[src/hdl/fit_policy_block_allocator_macros.svh]
// Assertion macros shared by the allocator RTL.
`ifndef FIT_POLICY_BLOCK_ALLOCATOR_MACROS_SVH
`define FIT_POLICY_BLOCK_ALLOCATOR_MACROS_SVH

`ifndef SYNTHESIS
// Same-cycle implication, sampled on clk, off while rst_n is low.
`define FPBA_ASSERT_IMP(label, ante, cons) \
    label: assert property (@(posedge clk) disable iff (!rst_n) (ante) |-> (cons)) \
        else $error("allocator check failed");
// Next-cycle implication, sampled on clk, off while rst_n is low.
`define FPBA_ASSERT_NXT(label, ante, cons) \
    label: assert property (@(posedge clk) disable iff (!rst_n) (ante) |=> (cons)) \
        else $error("allocator check failed");
`else
`define FPBA_ASSERT_IMP(label, ante, cons)
`define FPBA_ASSERT_NXT(label, ante, cons)
`endif

`endif

[src/hdl/fpba_pkg.sv]
// Types and constants of the fit-policy block allocator.
package fpba_pkg;

    localparam int FPBA_NUM_BLOCKS = 16;
    localparam int FPBA_SIZE_WIDTH = 16;

    localparam int KIND_W       = 2;
    localparam int IDX_FIELD_W  = 4;
    localparam int SIZE_FIELD_W = 16;
    localparam int CNT_FIELD_W  = 5;
    localparam int MODE_W       = 2;

    localparam int S_TDATA_W = 24;
    localparam int M_TDATA_W = 24;
    localparam int M_PAD_W   = M_TDATA_W - 1 - IDX_FIELD_W - SIZE_FIELD_W;

    localparam int CFG_IDX_W  = 1;
    localparam int CFG_DATA_W = 5;

    localparam logic [CNT_FIELD_W-1:0] BLOCK_COUNT_RST = CNT_FIELD_W'(16);

    typedef enum logic [MODE_W-1:0] {
        FIT_BEST  = 2'd0,
        FIT_WORST = 2'd1,
        FIT_FIRST = 2'd2,
        FIT_NEXT  = 2'd3
    } fit_mode_t;

    typedef enum logic [KIND_W-1:0] {
        KIND_LOAD    = 2'd0,
        KIND_RESTART = 2'd1,
        KIND_REQUEST = 2'd2
    } kind_t;

    typedef enum logic [CFG_IDX_W-1:0] {
        CFG_FIT_MODE    = 1'd0,
        CFG_BLOCK_COUNT = 1'd1
    } cfg_reg_t;

    typedef enum logic [1:0] {
        ST_IDLE = 2'd0,
        ST_SCAN = 2'd1,
        ST_WB   = 2'd2
    } fsm_state_t;

    // Broadcast from the controller to every cell.
    typedef struct packed {
        logic      load;
        logic      restart;
        logic      commit;
        fit_mode_t mode;
    } fpba_ctrl_t;

endpackage

[src/hdl/fit_policy_block_allocator.sv]
// Fit-policy block allocator: controller and chain of table cells.
//
// Input channel s_*: one item per handshake. s_tuser carries the kind (load,
// restart, request); loads and restarts give no result. A request launches a
// search token that walks the row of NUM_BLOCKS cells, one cell per cycle;
// each cell compares its working size and updates the token under the
// current fit mode. After the last cell the controller writes the remainder
// back to the chosen cell and places the result in the output register.
// Timing: an accepted request is registered into the launch register, then the
// token passes each cell's register in turn and the controller captures its
// result; one request is in flight at a time and input reopens the cycle
// after the result loads, so a new request waits until the last one is done.
// Output channel m_*: a held result never blocks input acceptance; only the
// write-back of the next request waits for the output register to drain.
// Reset: fit mode best fit, block count 16, taken marks and next-fit pointer
// cleared. Block sizes are undefined until loaded and restarted.
// Configuration: cfg_we/cfg_index/cfg_data; user writes only while idle, not enforced.
`include "fit_policy_block_allocator_macros.svh"

module fit_policy_block_allocator
    import fpba_pkg::*;
#(
    parameter int NUM_BLOCKS = FPBA_NUM_BLOCKS,
    parameter int SIZE_WIDTH = FPBA_SIZE_WIDTH
)
(
    input  logic                  clk,
    input  logic                  rst_n,
    input  logic                  s_tvalid,
    output logic                  s_tready,
    input  logic [S_TDATA_W-1:0]  s_tdata,   // block_index[3:0], size_value[19:4], zero pad
    input  logic [KIND_W-1:0]     s_tuser,   // kind[1:0]
    output logic                  m_tvalid,
    input  logic                  m_tready,
    output logic [M_TDATA_W-1:0]  m_tdata,   // granted[0], chosen_block[4:1],
                                             // remaining_size[20:5], zero pad
    input  logic                  cfg_we,
    input  logic [CFG_IDX_W-1:0]  cfg_index,
    input  logic [CFG_DATA_W-1:0] cfg_data
);

    localparam int IW = (NUM_BLOCKS > 1) ? $clog2(NUM_BLOCKS) : 1;
    localparam int NW = $clog2(NUM_BLOCKS + 1);

    // configuration
    fit_mode_t              mode_reg;
    logic [CNT_FIELD_W-1:0] count_reg;

    // control
    fsm_state_t state_reg;
    fsm_state_t state_next;
    logic       launch_reg;
    logic       s_accept;
    logic       out_free;
    logic       out_load;
    logic       exit_valid;

    kind_t                   in_kind;
    logic [IDX_FIELD_W-1:0]  in_idx;
    logic [SIZE_FIELD_W-1:0] in_size;

    logic [SIZE_WIDTH-1:0] req_reg;
    logic [IW-1:0]         ptr_reg;
    logic [NW-1:0]         blk_n;
    logic [IW-1:0]         start_idx;

    logic                  res_hit_reg;
    logic [IW-1:0]         res_sel_reg;
    logic [SIZE_WIDTH-1:0] res_val_reg;
    logic [SIZE_WIDTH-1:0] remainder;
    logic [NW-1:0]         sel_plus;

    fpba_ctrl_t            ctrl;
    logic [IW-1:0]         wr_idx;
    logic [SIZE_WIDTH-1:0] wr_size;

    // token chain; tap g feeds cell g
    logic                  tok_valid  [0:NUM_BLOCKS];
    logic                  tok_found  [0:NUM_BLOCKS];
    logic [IW-1:0]         tok_sel    [0:NUM_BLOCKS];
    logic [SIZE_WIDTH-1:0] tok_val    [0:NUM_BLOCKS];
    logic                  tok_found2 [0:NUM_BLOCKS];
    logic [IW-1:0]         tok_sel2   [0:NUM_BLOCKS];
    logic [SIZE_WIDTH-1:0] tok_val2   [0:NUM_BLOCKS];
    logic                  token_any;

    // output register
    logic                    m_tvalid_reg;
    logic                    out_granted_reg;
    logic [IDX_FIELD_W-1:0]  out_chosen_reg;
    logic [SIZE_FIELD_W-1:0] out_remain_reg;

    assign in_kind  = kind_t'(s_tuser);
    assign in_idx   = s_tdata[IDX_FIELD_W-1:0];
    assign in_size  = s_tdata[IDX_FIELD_W+SIZE_FIELD_W-1:IDX_FIELD_W];
    assign s_accept = s_tvalid && s_tready;

    // blocks in use, saturated to the table size
    assign blk_n     = (32'(count_reg) > NUM_BLOCKS) ? NW'(NUM_BLOCKS) : NW'(count_reg);
    // stale pointer restarts the next-fit scan at entry zero
    assign start_idx = (NW'(ptr_reg) < blk_n) ? ptr_reg : '0;

    always_ff @(posedge clk or negedge rst_n)
    begin
        if (!rst_n)
        begin
            mode_reg  <= FIT_BEST;
            count_reg <= BLOCK_COUNT_RST;
        end
        else if (cfg_we)
        begin
            case (cfg_reg_t'(cfg_index))
                CFG_FIT_MODE:    mode_reg  <= fit_mode_t'(cfg_data[MODE_W-1:0]);
                CFG_BLOCK_COUNT: count_reg <= cfg_data[CNT_FIELD_W-1:0];
                default:         mode_reg  <= mode_reg;
            endcase
        end
    end

    // ---------------- state machine ----------------
    assign exit_valid = tok_valid[NUM_BLOCKS];
    assign out_free   = !m_tvalid_reg || m_tready;

    always_ff @(posedge clk or negedge rst_n)
    begin
        if (!rst_n)
        begin
            state_reg <= ST_IDLE;
        end
        else
        begin
            state_reg <= state_next;
        end
    end

    always_comb
    begin
        state_next = state_reg;
        s_tready   = 1'b0;
        out_load   = 1'b0;
        case (state_reg)
            ST_IDLE:
            begin
                s_tready = 1'b1;
                if (s_accept && in_kind == KIND_REQUEST)
                begin
                    state_next = ST_SCAN;
                end
            end
            ST_SCAN:
            begin
                if (exit_valid)
                begin
                    state_next = ST_WB;
                end
            end
            ST_WB:
            begin
                if (out_free)
                begin
                    out_load   = 1'b1;
                    state_next = ST_IDLE;
                end
            end
            default:
            begin
                state_next = ST_IDLE;
            end
        endcase
    end

    always_ff @(posedge clk or negedge rst_n)
    begin
        if (!rst_n)
        begin
            launch_reg <= 1'b0;
        end
        else
        begin
            launch_reg <= s_accept && in_kind == KIND_REQUEST;
        end
    end

    always_ff @(posedge clk)
    begin
        if (s_accept && in_kind == KIND_REQUEST)
        begin
            req_reg <= SIZE_WIDTH'(in_size);
        end
        // next fit: primary candidate wins over the wrapped one
        if (state_reg == ST_SCAN && exit_valid)
        begin
            res_hit_reg <= tok_found[NUM_BLOCKS] || tok_found2[NUM_BLOCKS];
            res_sel_reg <= tok_found[NUM_BLOCKS] ? tok_sel[NUM_BLOCKS] : tok_sel2[NUM_BLOCKS];
            res_val_reg <= tok_found[NUM_BLOCKS] ? tok_val[NUM_BLOCKS] : tok_val2[NUM_BLOCKS];
        end
    end

    assign remainder = res_val_reg - req_reg;
    assign sel_plus  = NW'(res_sel_reg) + NW'(1);

    always_ff @(posedge clk or negedge rst_n)
    begin
        if (!rst_n)
        begin
            ptr_reg <= '0;
        end
        else if (s_accept && in_kind == KIND_RESTART)
        begin
            ptr_reg <= '0;
        end
        else if (ctrl.commit && mode_reg == FIT_NEXT)
        begin
            ptr_reg <= (sel_plus == blk_n) ? '0 : IW'(sel_plus);
        end
    end

    // ---------------- cell broadcast ----------------
    always_comb
    begin
        ctrl.load    = s_accept && in_kind == KIND_LOAD && (32'(in_idx) < NUM_BLOCKS);
        ctrl.restart = s_accept && in_kind == KIND_RESTART;
        ctrl.commit  = out_load && res_hit_reg;
        ctrl.mode    = mode_reg;
        wr_idx       = ctrl.load ? IW'(in_idx) : res_sel_reg;
        wr_size      = ctrl.load ? SIZE_WIDTH'(in_size) : remainder;
    end

    assign tok_valid[0]  = launch_reg;
    assign tok_found[0]  = 1'b0;
    assign tok_sel[0]    = '0;
    assign tok_val[0]    = '0;
    assign tok_found2[0] = 1'b0;
    assign tok_sel2[0]   = '0;
    assign tok_val2[0]   = '0;

    for (genvar g = 0; g < NUM_BLOCKS; g++)
    begin : g_cell
        fpba_cell #(
            .NUM_BLOCKS (NUM_BLOCKS),
            .SIZE_WIDTH (SIZE_WIDTH),
            .CELL_IDX   (g)
        ) u_cell (
            .clk        (clk),
            .rst_n      (rst_n),
            .ctrl       (ctrl),
            .wr_idx     (wr_idx),
            .wr_size    (wr_size),
            .req        (req_reg),
            .blk_n      (blk_n),
            .start_idx  (start_idx),
            .in_valid   (tok_valid[g]),
            .in_found   (tok_found[g]),
            .in_sel     (tok_sel[g]),
            .in_val     (tok_val[g]),
            .in_found2  (tok_found2[g]),
            .in_sel2    (tok_sel2[g]),
            .in_val2    (tok_val2[g]),
            .out_valid  (tok_valid[g+1]),
            .out_found  (tok_found[g+1]),
            .out_sel    (tok_sel[g+1]),
            .out_val    (tok_val[g+1]),
            .out_found2 (tok_found2[g+1]),
            .out_sel2   (tok_sel2[g+1]),
            .out_val2   (tok_val2[g+1])
        );
    end

    always_comb
    begin
        token_any = 1'b0;
        for (int i = 0; i <= NUM_BLOCKS; i++)
        begin
            token_any = token_any | tok_valid[i];
        end
    end

    // ---------------- output register ----------------
    always_ff @(posedge clk or negedge rst_n)
    begin
        if (!rst_n)
        begin
            m_tvalid_reg <= 1'b0;
        end
        else if (out_load)
        begin
            m_tvalid_reg <= 1'b1;
        end
        else if (m_tready)
        begin
            m_tvalid_reg <= 1'b0;
        end
    end

    always_ff @(posedge clk)
    begin
        if (out_load)
        begin
            out_granted_reg <= res_hit_reg;
            out_chosen_reg  <= res_hit_reg ? IDX_FIELD_W'(res_sel_reg) : '0;
            out_remain_reg  <= res_hit_reg ? SIZE_FIELD_W'(remainder) : '0;
        end
    end

    assign m_tvalid = m_tvalid_reg;
    assign m_tdata  = {{M_PAD_W{1'b0}}, out_remain_reg, out_chosen_reg, out_granted_reg};

    // ---------------- checks ----------------
    `FPBA_ASSERT_IMP(a_idle_no_token, s_tready, !token_any)
    `FPBA_ASSERT_IMP(a_exit_in_scan, exit_valid, state_reg == ST_SCAN)
    `FPBA_ASSERT_IMP(a_launch_in_scan, launch_reg, state_reg == ST_SCAN)
    `FPBA_ASSERT_IMP(a_commit_in_range, ctrl.commit, NW'(wr_idx) < blk_n)
    `FPBA_ASSERT_NXT(a_load_shows_result, out_load, m_tvalid)

endmodule

[src/hdl/fpba_cell.sv]
// One table cell: holds a block's sizes and evaluates the passing search token.
module fpba_cell
    import fpba_pkg::*;
#(
    parameter int NUM_BLOCKS = FPBA_NUM_BLOCKS,
    parameter int SIZE_WIDTH = FPBA_SIZE_WIDTH,
    parameter int CELL_IDX   = 0
)
(
    input  logic                                          clk,
    input  logic                                          rst_n,
    input  fpba_ctrl_t                                    ctrl,
    input  logic [((NUM_BLOCKS > 1) ? $clog2(NUM_BLOCKS) : 1)-1:0] wr_idx,
    input  logic [SIZE_WIDTH-1:0]                         wr_size,
    input  logic [SIZE_WIDTH-1:0]                         req,
    input  logic [$clog2(NUM_BLOCKS + 1)-1:0]             blk_n,
    input  logic [((NUM_BLOCKS > 1) ? $clog2(NUM_BLOCKS) : 1)-1:0] start_idx,
    input  logic                                          in_valid,
    input  logic                                          in_found,
    input  logic [((NUM_BLOCKS > 1) ? $clog2(NUM_BLOCKS) : 1)-1:0] in_sel,
    input  logic [SIZE_WIDTH-1:0]                         in_val,
    input  logic                                          in_found2,
    input  logic [((NUM_BLOCKS > 1) ? $clog2(NUM_BLOCKS) : 1)-1:0] in_sel2,
    input  logic [SIZE_WIDTH-1:0]                         in_val2,
    output logic                                          out_valid,
    output logic                                          out_found,
    output logic [((NUM_BLOCKS > 1) ? $clog2(NUM_BLOCKS) : 1)-1:0] out_sel,
    output logic [SIZE_WIDTH-1:0]                         out_val,
    output logic                                          out_found2,
    output logic [((NUM_BLOCKS > 1) ? $clog2(NUM_BLOCKS) : 1)-1:0] out_sel2,
    output logic [SIZE_WIDTH-1:0]                         out_val2
);

    localparam int IW = (NUM_BLOCKS > 1) ? $clog2(NUM_BLOCKS) : 1;
    localparam int NW = $clog2(NUM_BLOCKS + 1);
    localparam logic [IW-1:0] MY_IDX = IW'(CELL_IDX);

    logic [SIZE_WIDTH-1:0] loaded_reg;
    logic [SIZE_WIDTH-1:0] working_reg;
    logic                  taken_reg;

    logic                  valid_reg;
    logic                  found_reg;
    logic [IW-1:0]         sel_reg;
    logic [SIZE_WIDTH-1:0] val_reg;
    logic                  found2_reg;
    logic [IW-1:0]         sel2_reg;
    logic [SIZE_WIDTH-1:0] val2_reg;

    logic fits;
    logic take;
    logic take2;
    logic hit_me;

    assign hit_me = (wr_idx == MY_IDX);

    always_comb
    begin
        fits  = (NW'(MY_IDX) < blk_n) && (working_reg >= req);
        take  = 1'b0;
        take2 = 1'b0;
        case (ctrl.mode)
            FIT_BEST:  take = fits && !taken_reg && (!in_found || working_reg <= in_val);
            FIT_WORST: take = fits && (!in_found || working_reg > in_val);
            FIT_FIRST: take = fits && !in_found;
            FIT_NEXT:
            begin
                // primary: first fit at or after start; secondary: first fit anywhere
                take  = fits && (MY_IDX >= start_idx) && !in_found;
                take2 = fits && !in_found2;
            end
            default:
            begin
                take  = 1'b0;
                take2 = 1'b0;
            end
        endcase
    end

    always_ff @(posedge clk or negedge rst_n)
    begin
        if (!rst_n)
        begin
            valid_reg <= 1'b0;
        end
        else
        begin
            valid_reg <= in_valid;
        end
    end

    always_ff @(posedge clk)
    begin
        if (take)
        begin
            found_reg <= 1'b1;
            sel_reg   <= MY_IDX;
            val_reg   <= working_reg;
        end
        else
        begin
            found_reg <= in_found;
            sel_reg   <= in_sel;
            val_reg   <= in_val;
        end
        if (take2)
        begin
            found2_reg <= 1'b1;
            sel2_reg   <= MY_IDX;
            val2_reg   <= working_reg;
        end
        else
        begin
            found2_reg <= in_found2;
            sel2_reg   <= in_sel2;
            val2_reg   <= in_val2;
        end
    end

    // sizes: no reset; the loaded size is defined once loaded, the working size once restarted
    always_ff @(posedge clk)
    begin
        if (ctrl.load && hit_me)
        begin
            loaded_reg <= wr_size;
        end
        if (ctrl.restart)
        begin
            working_reg <= loaded_reg;
        end
        else if (ctrl.commit && hit_me)
        begin
            working_reg <= wr_size;
        end
    end

    always_ff @(posedge clk or negedge rst_n)
    begin
        if (!rst_n)
        begin
            taken_reg <= 1'b0;
        end
        else if (ctrl.restart)
        begin
            taken_reg <= 1'b0;
        end
        else if (ctrl.commit && hit_me && ctrl.mode == FIT_BEST)
        begin
            taken_reg <= 1'b1;
        end
    end

    assign out_valid  = valid_reg;
    assign out_found  = found_reg;
    assign out_sel    = sel_reg;
    assign out_val    = val_reg;
    assign out_found2 = found2_reg;
    assign out_sel2   = sel2_reg;
    assign out_val2   = val2_reg;

endmodule
[config.mk]
export PLATFORM = sky130hd
export DESIGN_NAME = fit_policy_block_allocator
export DESIGN_NICKNAME = d
export VERILOG_FILES = /design/src/hdl/fpba_pkg.sv /design/src/hdl/fit_policy_block_allocator.sv /design/src/hdl/fpba_cell.sv
export VERILOG_INCLUDE_DIRS = /design/src /design/src/hdl
export SDC_FILE = /design/constraint.sdc
export NUM_CORES = 2
export LEC_CHECK = 0
export BUFFER_PORTS_ARGS = -buffer_cell sky130_fd_sc_hd__buf_2
export CORE_MARGIN = 2
export CORE_UTILIZATION = 55
export CTS_CLUSTER_DIAMETER = 60
export DETAILED_ROUTE_END_ITERATION = 6
export PLACE_DENSITY = 0.83
export SLEW_MARGIN = 0
export SYNTH_ARGS = -nofsm -noshare
export SYNTH_HDL_FRONTEND = slang
export SYNTH_HIERARCHICAL = 1
export SYNTH_SLANG_ARGS = --single-unit
[constraint.sdc]
create_clock -name clk -period 4 [get_ports clk]
set_clock_uncertainty 0.15 [all_clocks]
set_input_delay 0.2 -clock clk [delete_from_list [all_inputs] [get_ports clk]]
set_output_delay 0.2 -clock clk [all_outputs]
set_load 0.005 [all_outputs]
==> results.py <==
metrics = {
    "timing": {
        "fin_hold_ws_ps": 20.7,
        "max_freq_mhz": 266,
        "setup_ws_ps": 239,
        "tns_ps": 0,
        "timing.final.crit_share_pct": 94.0,
        "hold_viol": 0,
        "slew_violations": 0,
        "setup_violations": 0,
        "worst_pin_slew_ps": 1250,
        "slew_headroom_pct": 16.6,
        "rsz0062_at_grt": "no",
        "finalWorstPathRequiredPeriod_ps": 3760,
    },
    "global_routing": {
        "grt.total_usage_pct": 27.8,
        "grt-busiest-layer": "met2",
        "grt_pass1_vias": 39500,
        "grt_pass1_wl_um": 235000,
        "grt_use_met2_pct": 46.6,
        "grt_use_met1_pct": 34.2,
        "met3_usage_pct": 5.10,
        "grt_max_degree": 124,
        "grt-ovfl-total": 0,
        "antenna_found_initial": 7,
    },
    "synthesis": {
        "yosysMostFrequentCell": "dfxtp_1",
        "synth_commonest_cells": "672 x dfxtp_1, 570 x edfxtp_1, 531 x ha_1, 531 x inv_1, 441 x mux2_2",
        "synth-edff-count": 570,
        "synth_top_area_cell": "edfxtp_1",
        "synth_cell_types": 125,
        "synth_area_sq_um": 60100,
        "syn_avg_cell_area_sq_um": 12.9,
        "yosysWarnings": 6,
        "netlist_instances": 4657,
        "synth_area_leaders": "edfxtp_1 28%, dfxtp_1 22%, ha_1 11%, mux2_2 8.3%, mux2_4 5.6%",
        "yosysSeqAreaShare_pct": 52.9,
        "synthArstFlopShare_pct": 3.65,
        "ys.flop_type": "dfxtp_1",
        "ys_ff_latch": 1289,
        "yosysTopAreaCellShare_pct": 28.5,
    },
    "setup_path": {
        "crit_path_end_kind": "flip-flop",
        "path_class": "flip-flop to flip-flop",
        "cp-start-kind": "flip-flop",
        "worstRegToRegCells": 8,
        "max_stage_delay_ps": 760,
        "cp.arrival_ps": 4230,
        "crit_path_cell_trace": "buf_12, inv_1, ha_1, nand4_1, a2111oi_2, o21ai_1, or4_4, mux2_4",
        "r2r_end": "g_cell[1].u_cell/out_val[1]",
        "r2r_setup_slack_ps": 240,
        "cp_slowest_cell": "or4_4",
        "r2r-start": "req_reg[12]",
        "crit_required_ps": 4470,
        "cp_max_fo": 20,
    },
    "power": {
        "power.internal_mw": 28.9,
        "power_mw": 40.7,
        "p_leak_nw": 29.3,
        "powerDensity_nw_per_um2": 600,
        "p_clk_share_pct": 31.0,
        "ir_drop_v": 0.000462,
        "sw_frac_of_total_pct": 29.1,
        "switchingPower_mw": 11.8,
        "combPwrFrac_pct": 24.1,
        "power_frac_seq_pct": 45.0,
    },
    "final_layout": {
        "nets": 5546,
        "fin_cells": 6502,
        "drive_above_1_share_pct": 23.8,
        "final_core_util_pct": 62.5,
        "syn_to_final_growth_pct": 13.0,
        "stdcell_area_sq_um": 67800,
        "diodes": 0,
    },
    "clock_network": {
        "path_clk_slew_ps": 60,
        "clock-sinks": 1289,
        "cts_inserted_buffers": 133,
        "post_cts_buffers": 0,
        "ctsHoldBuffers": 34,
        "clock-root-buffer": "clkbuf_16",
        "clk_latency_ps": 750,
        "cts_tree": "yes",
        "htree_num_levels": 4,
        "cts.repair.resized": 0,
        "clockBufferDepth": 3,
    },
    "job": {
        "cap_violations": 0,
    },
    "min_path": {
        "hp-class": "input pin to flip-flop",
        "holdPathEnd": "g_cell[2].u_cell/taken_reg",
        "holdPathStages": 5,
        "hp-start": "s_tvalid",
    },
    "floorplanning": {
        "die_area_sq_um": 112000,
        "die_w_um": 334,
        "die_h_um": 334,
        "coreArea_sq_um": 109000,
        "io_pins": 63,
        "rows": 121,
        "initial_core_util_pct": 55.3,
    },
    "placed_design": {
        "dp_hpwl_um": 107000,
        "place_inst": 6222,
        "portBuffers": 55,
        "place_area_sq_um": 63000,
        "gp_congestion": 0.948,
        "place_ws_ps": 322,
    },
    "route": {
        "drt_iter0_drc": 3162,
        "wl_per_cell_um": 24.0,
        "drcViolationCount": 0,
        "vias": 38300,
        "wl_um": 156000,
        "vias_per_cell": 5.89,
        "drtPass1Iterations": 6,
        "drtAntennaViolNets": 0,
    },
    "outcome": {
        "status": "complete, no violations",
    },
}
cell families (layout without fill, tap and decap cells):
family / after synthesis / after routing / synth area share [%]
compound gates: 609 / 609 / 7.21
xor+xnor: 17 / 17 / 0.248
fa+ha+maj: 532 / 532 / 11.1
buf+inv: 645 / 1012 / 4.76
flops: 1289 / 1289 / 52.9
mux: 805 / 805 / 16.5
other cells: 1 / 65 / 0.00624
simple gates: 759 / 759 / 7.34
cells in the final DEF, fill, tap and decap left out, types with 54 or more instances in the layout:
master     instances
nand4_1           82
buf_4            123
a21o_1            74
clkbuf_16        142
dfxtp_1          672
conb_1            65
and2_1            63
o21ai_0           64
a21oi_1          201
nor2b_1           55
ha_1             531
mux2_1           137
mux2_2           441
nand2_1          146
buf_2             55
mux2_4           224
nor2_1            86
inv_1            531
nand2b_1          54
nand3_1           63
edfxtp_1         570
power groups by stage:
stage	sequential (mW)	combinational, mW	clock [mW]
after floorplan	17.6	6.99	0
after global placement	18.4	9.02	0
after detailed placement	18.5	9.47	0
after CTS	18.2	9.70	12.8
after global routing	18.4	10.6	13.3
final	18.3	9.80	12.6
routing by layer:
layer | vias up | wire [um]
met4 | 4 | 8740
met2 | 1463 | 74500
met3 | 471 | 11200
met5 | - | 24
met1 | 19000 | 61700
li1 | 17400 | -
worst max path at each step:
stage               depth (start not counted)                              end  slack (ps)         start
detailed placement                         13      g_cell[1].u_cell/out_val[7]         320  count_reg[4]
CTS                                        15      g_cell[0].u_cell/out_val[1]         300  count_reg[4]
global route                               13     g_cell[1].u_cell/out_val[15]          90  count_reg[4]
finish                                      8      g_cell[1].u_cell/out_val[1]         240   req_reg[12]
floorplan                                   9  g_cell[0].u_cell/working_reg[6]          90    req_reg[0]
global placement                           14      g_cell[1].u_cell/out_val[1]         330  count_reg[4]
critical path, delay by kind of cell, from the launching register on:
| family | cells | cell delay [ps] |
|---|---|---|
| buffers and inverters | 2 | 280 |
| adder cells (fa/ha/maj) | 1 | 270 |
| AO/OA/AOI/OAI | 2 | 890 |
| flip-flops | 1 | 650 |
| multiplexers | 1 | 370 |
| AND/OR/NAND/NOR | 2 | 1000 |
cell type report:
cell class                      count  area (sq um)
Clock buffer                      195          3910
Multi-Input combinational cell   2787         25900
Fill cell                        7751         40700
Inverter                          531          1990
Tap cell                         1414          1770
Timing Repair Buffer              235          2000
Clock inverter                     51           567
Sequential cell                  1289         31700
Note: power is estimated with default switching activity, not from simulation.
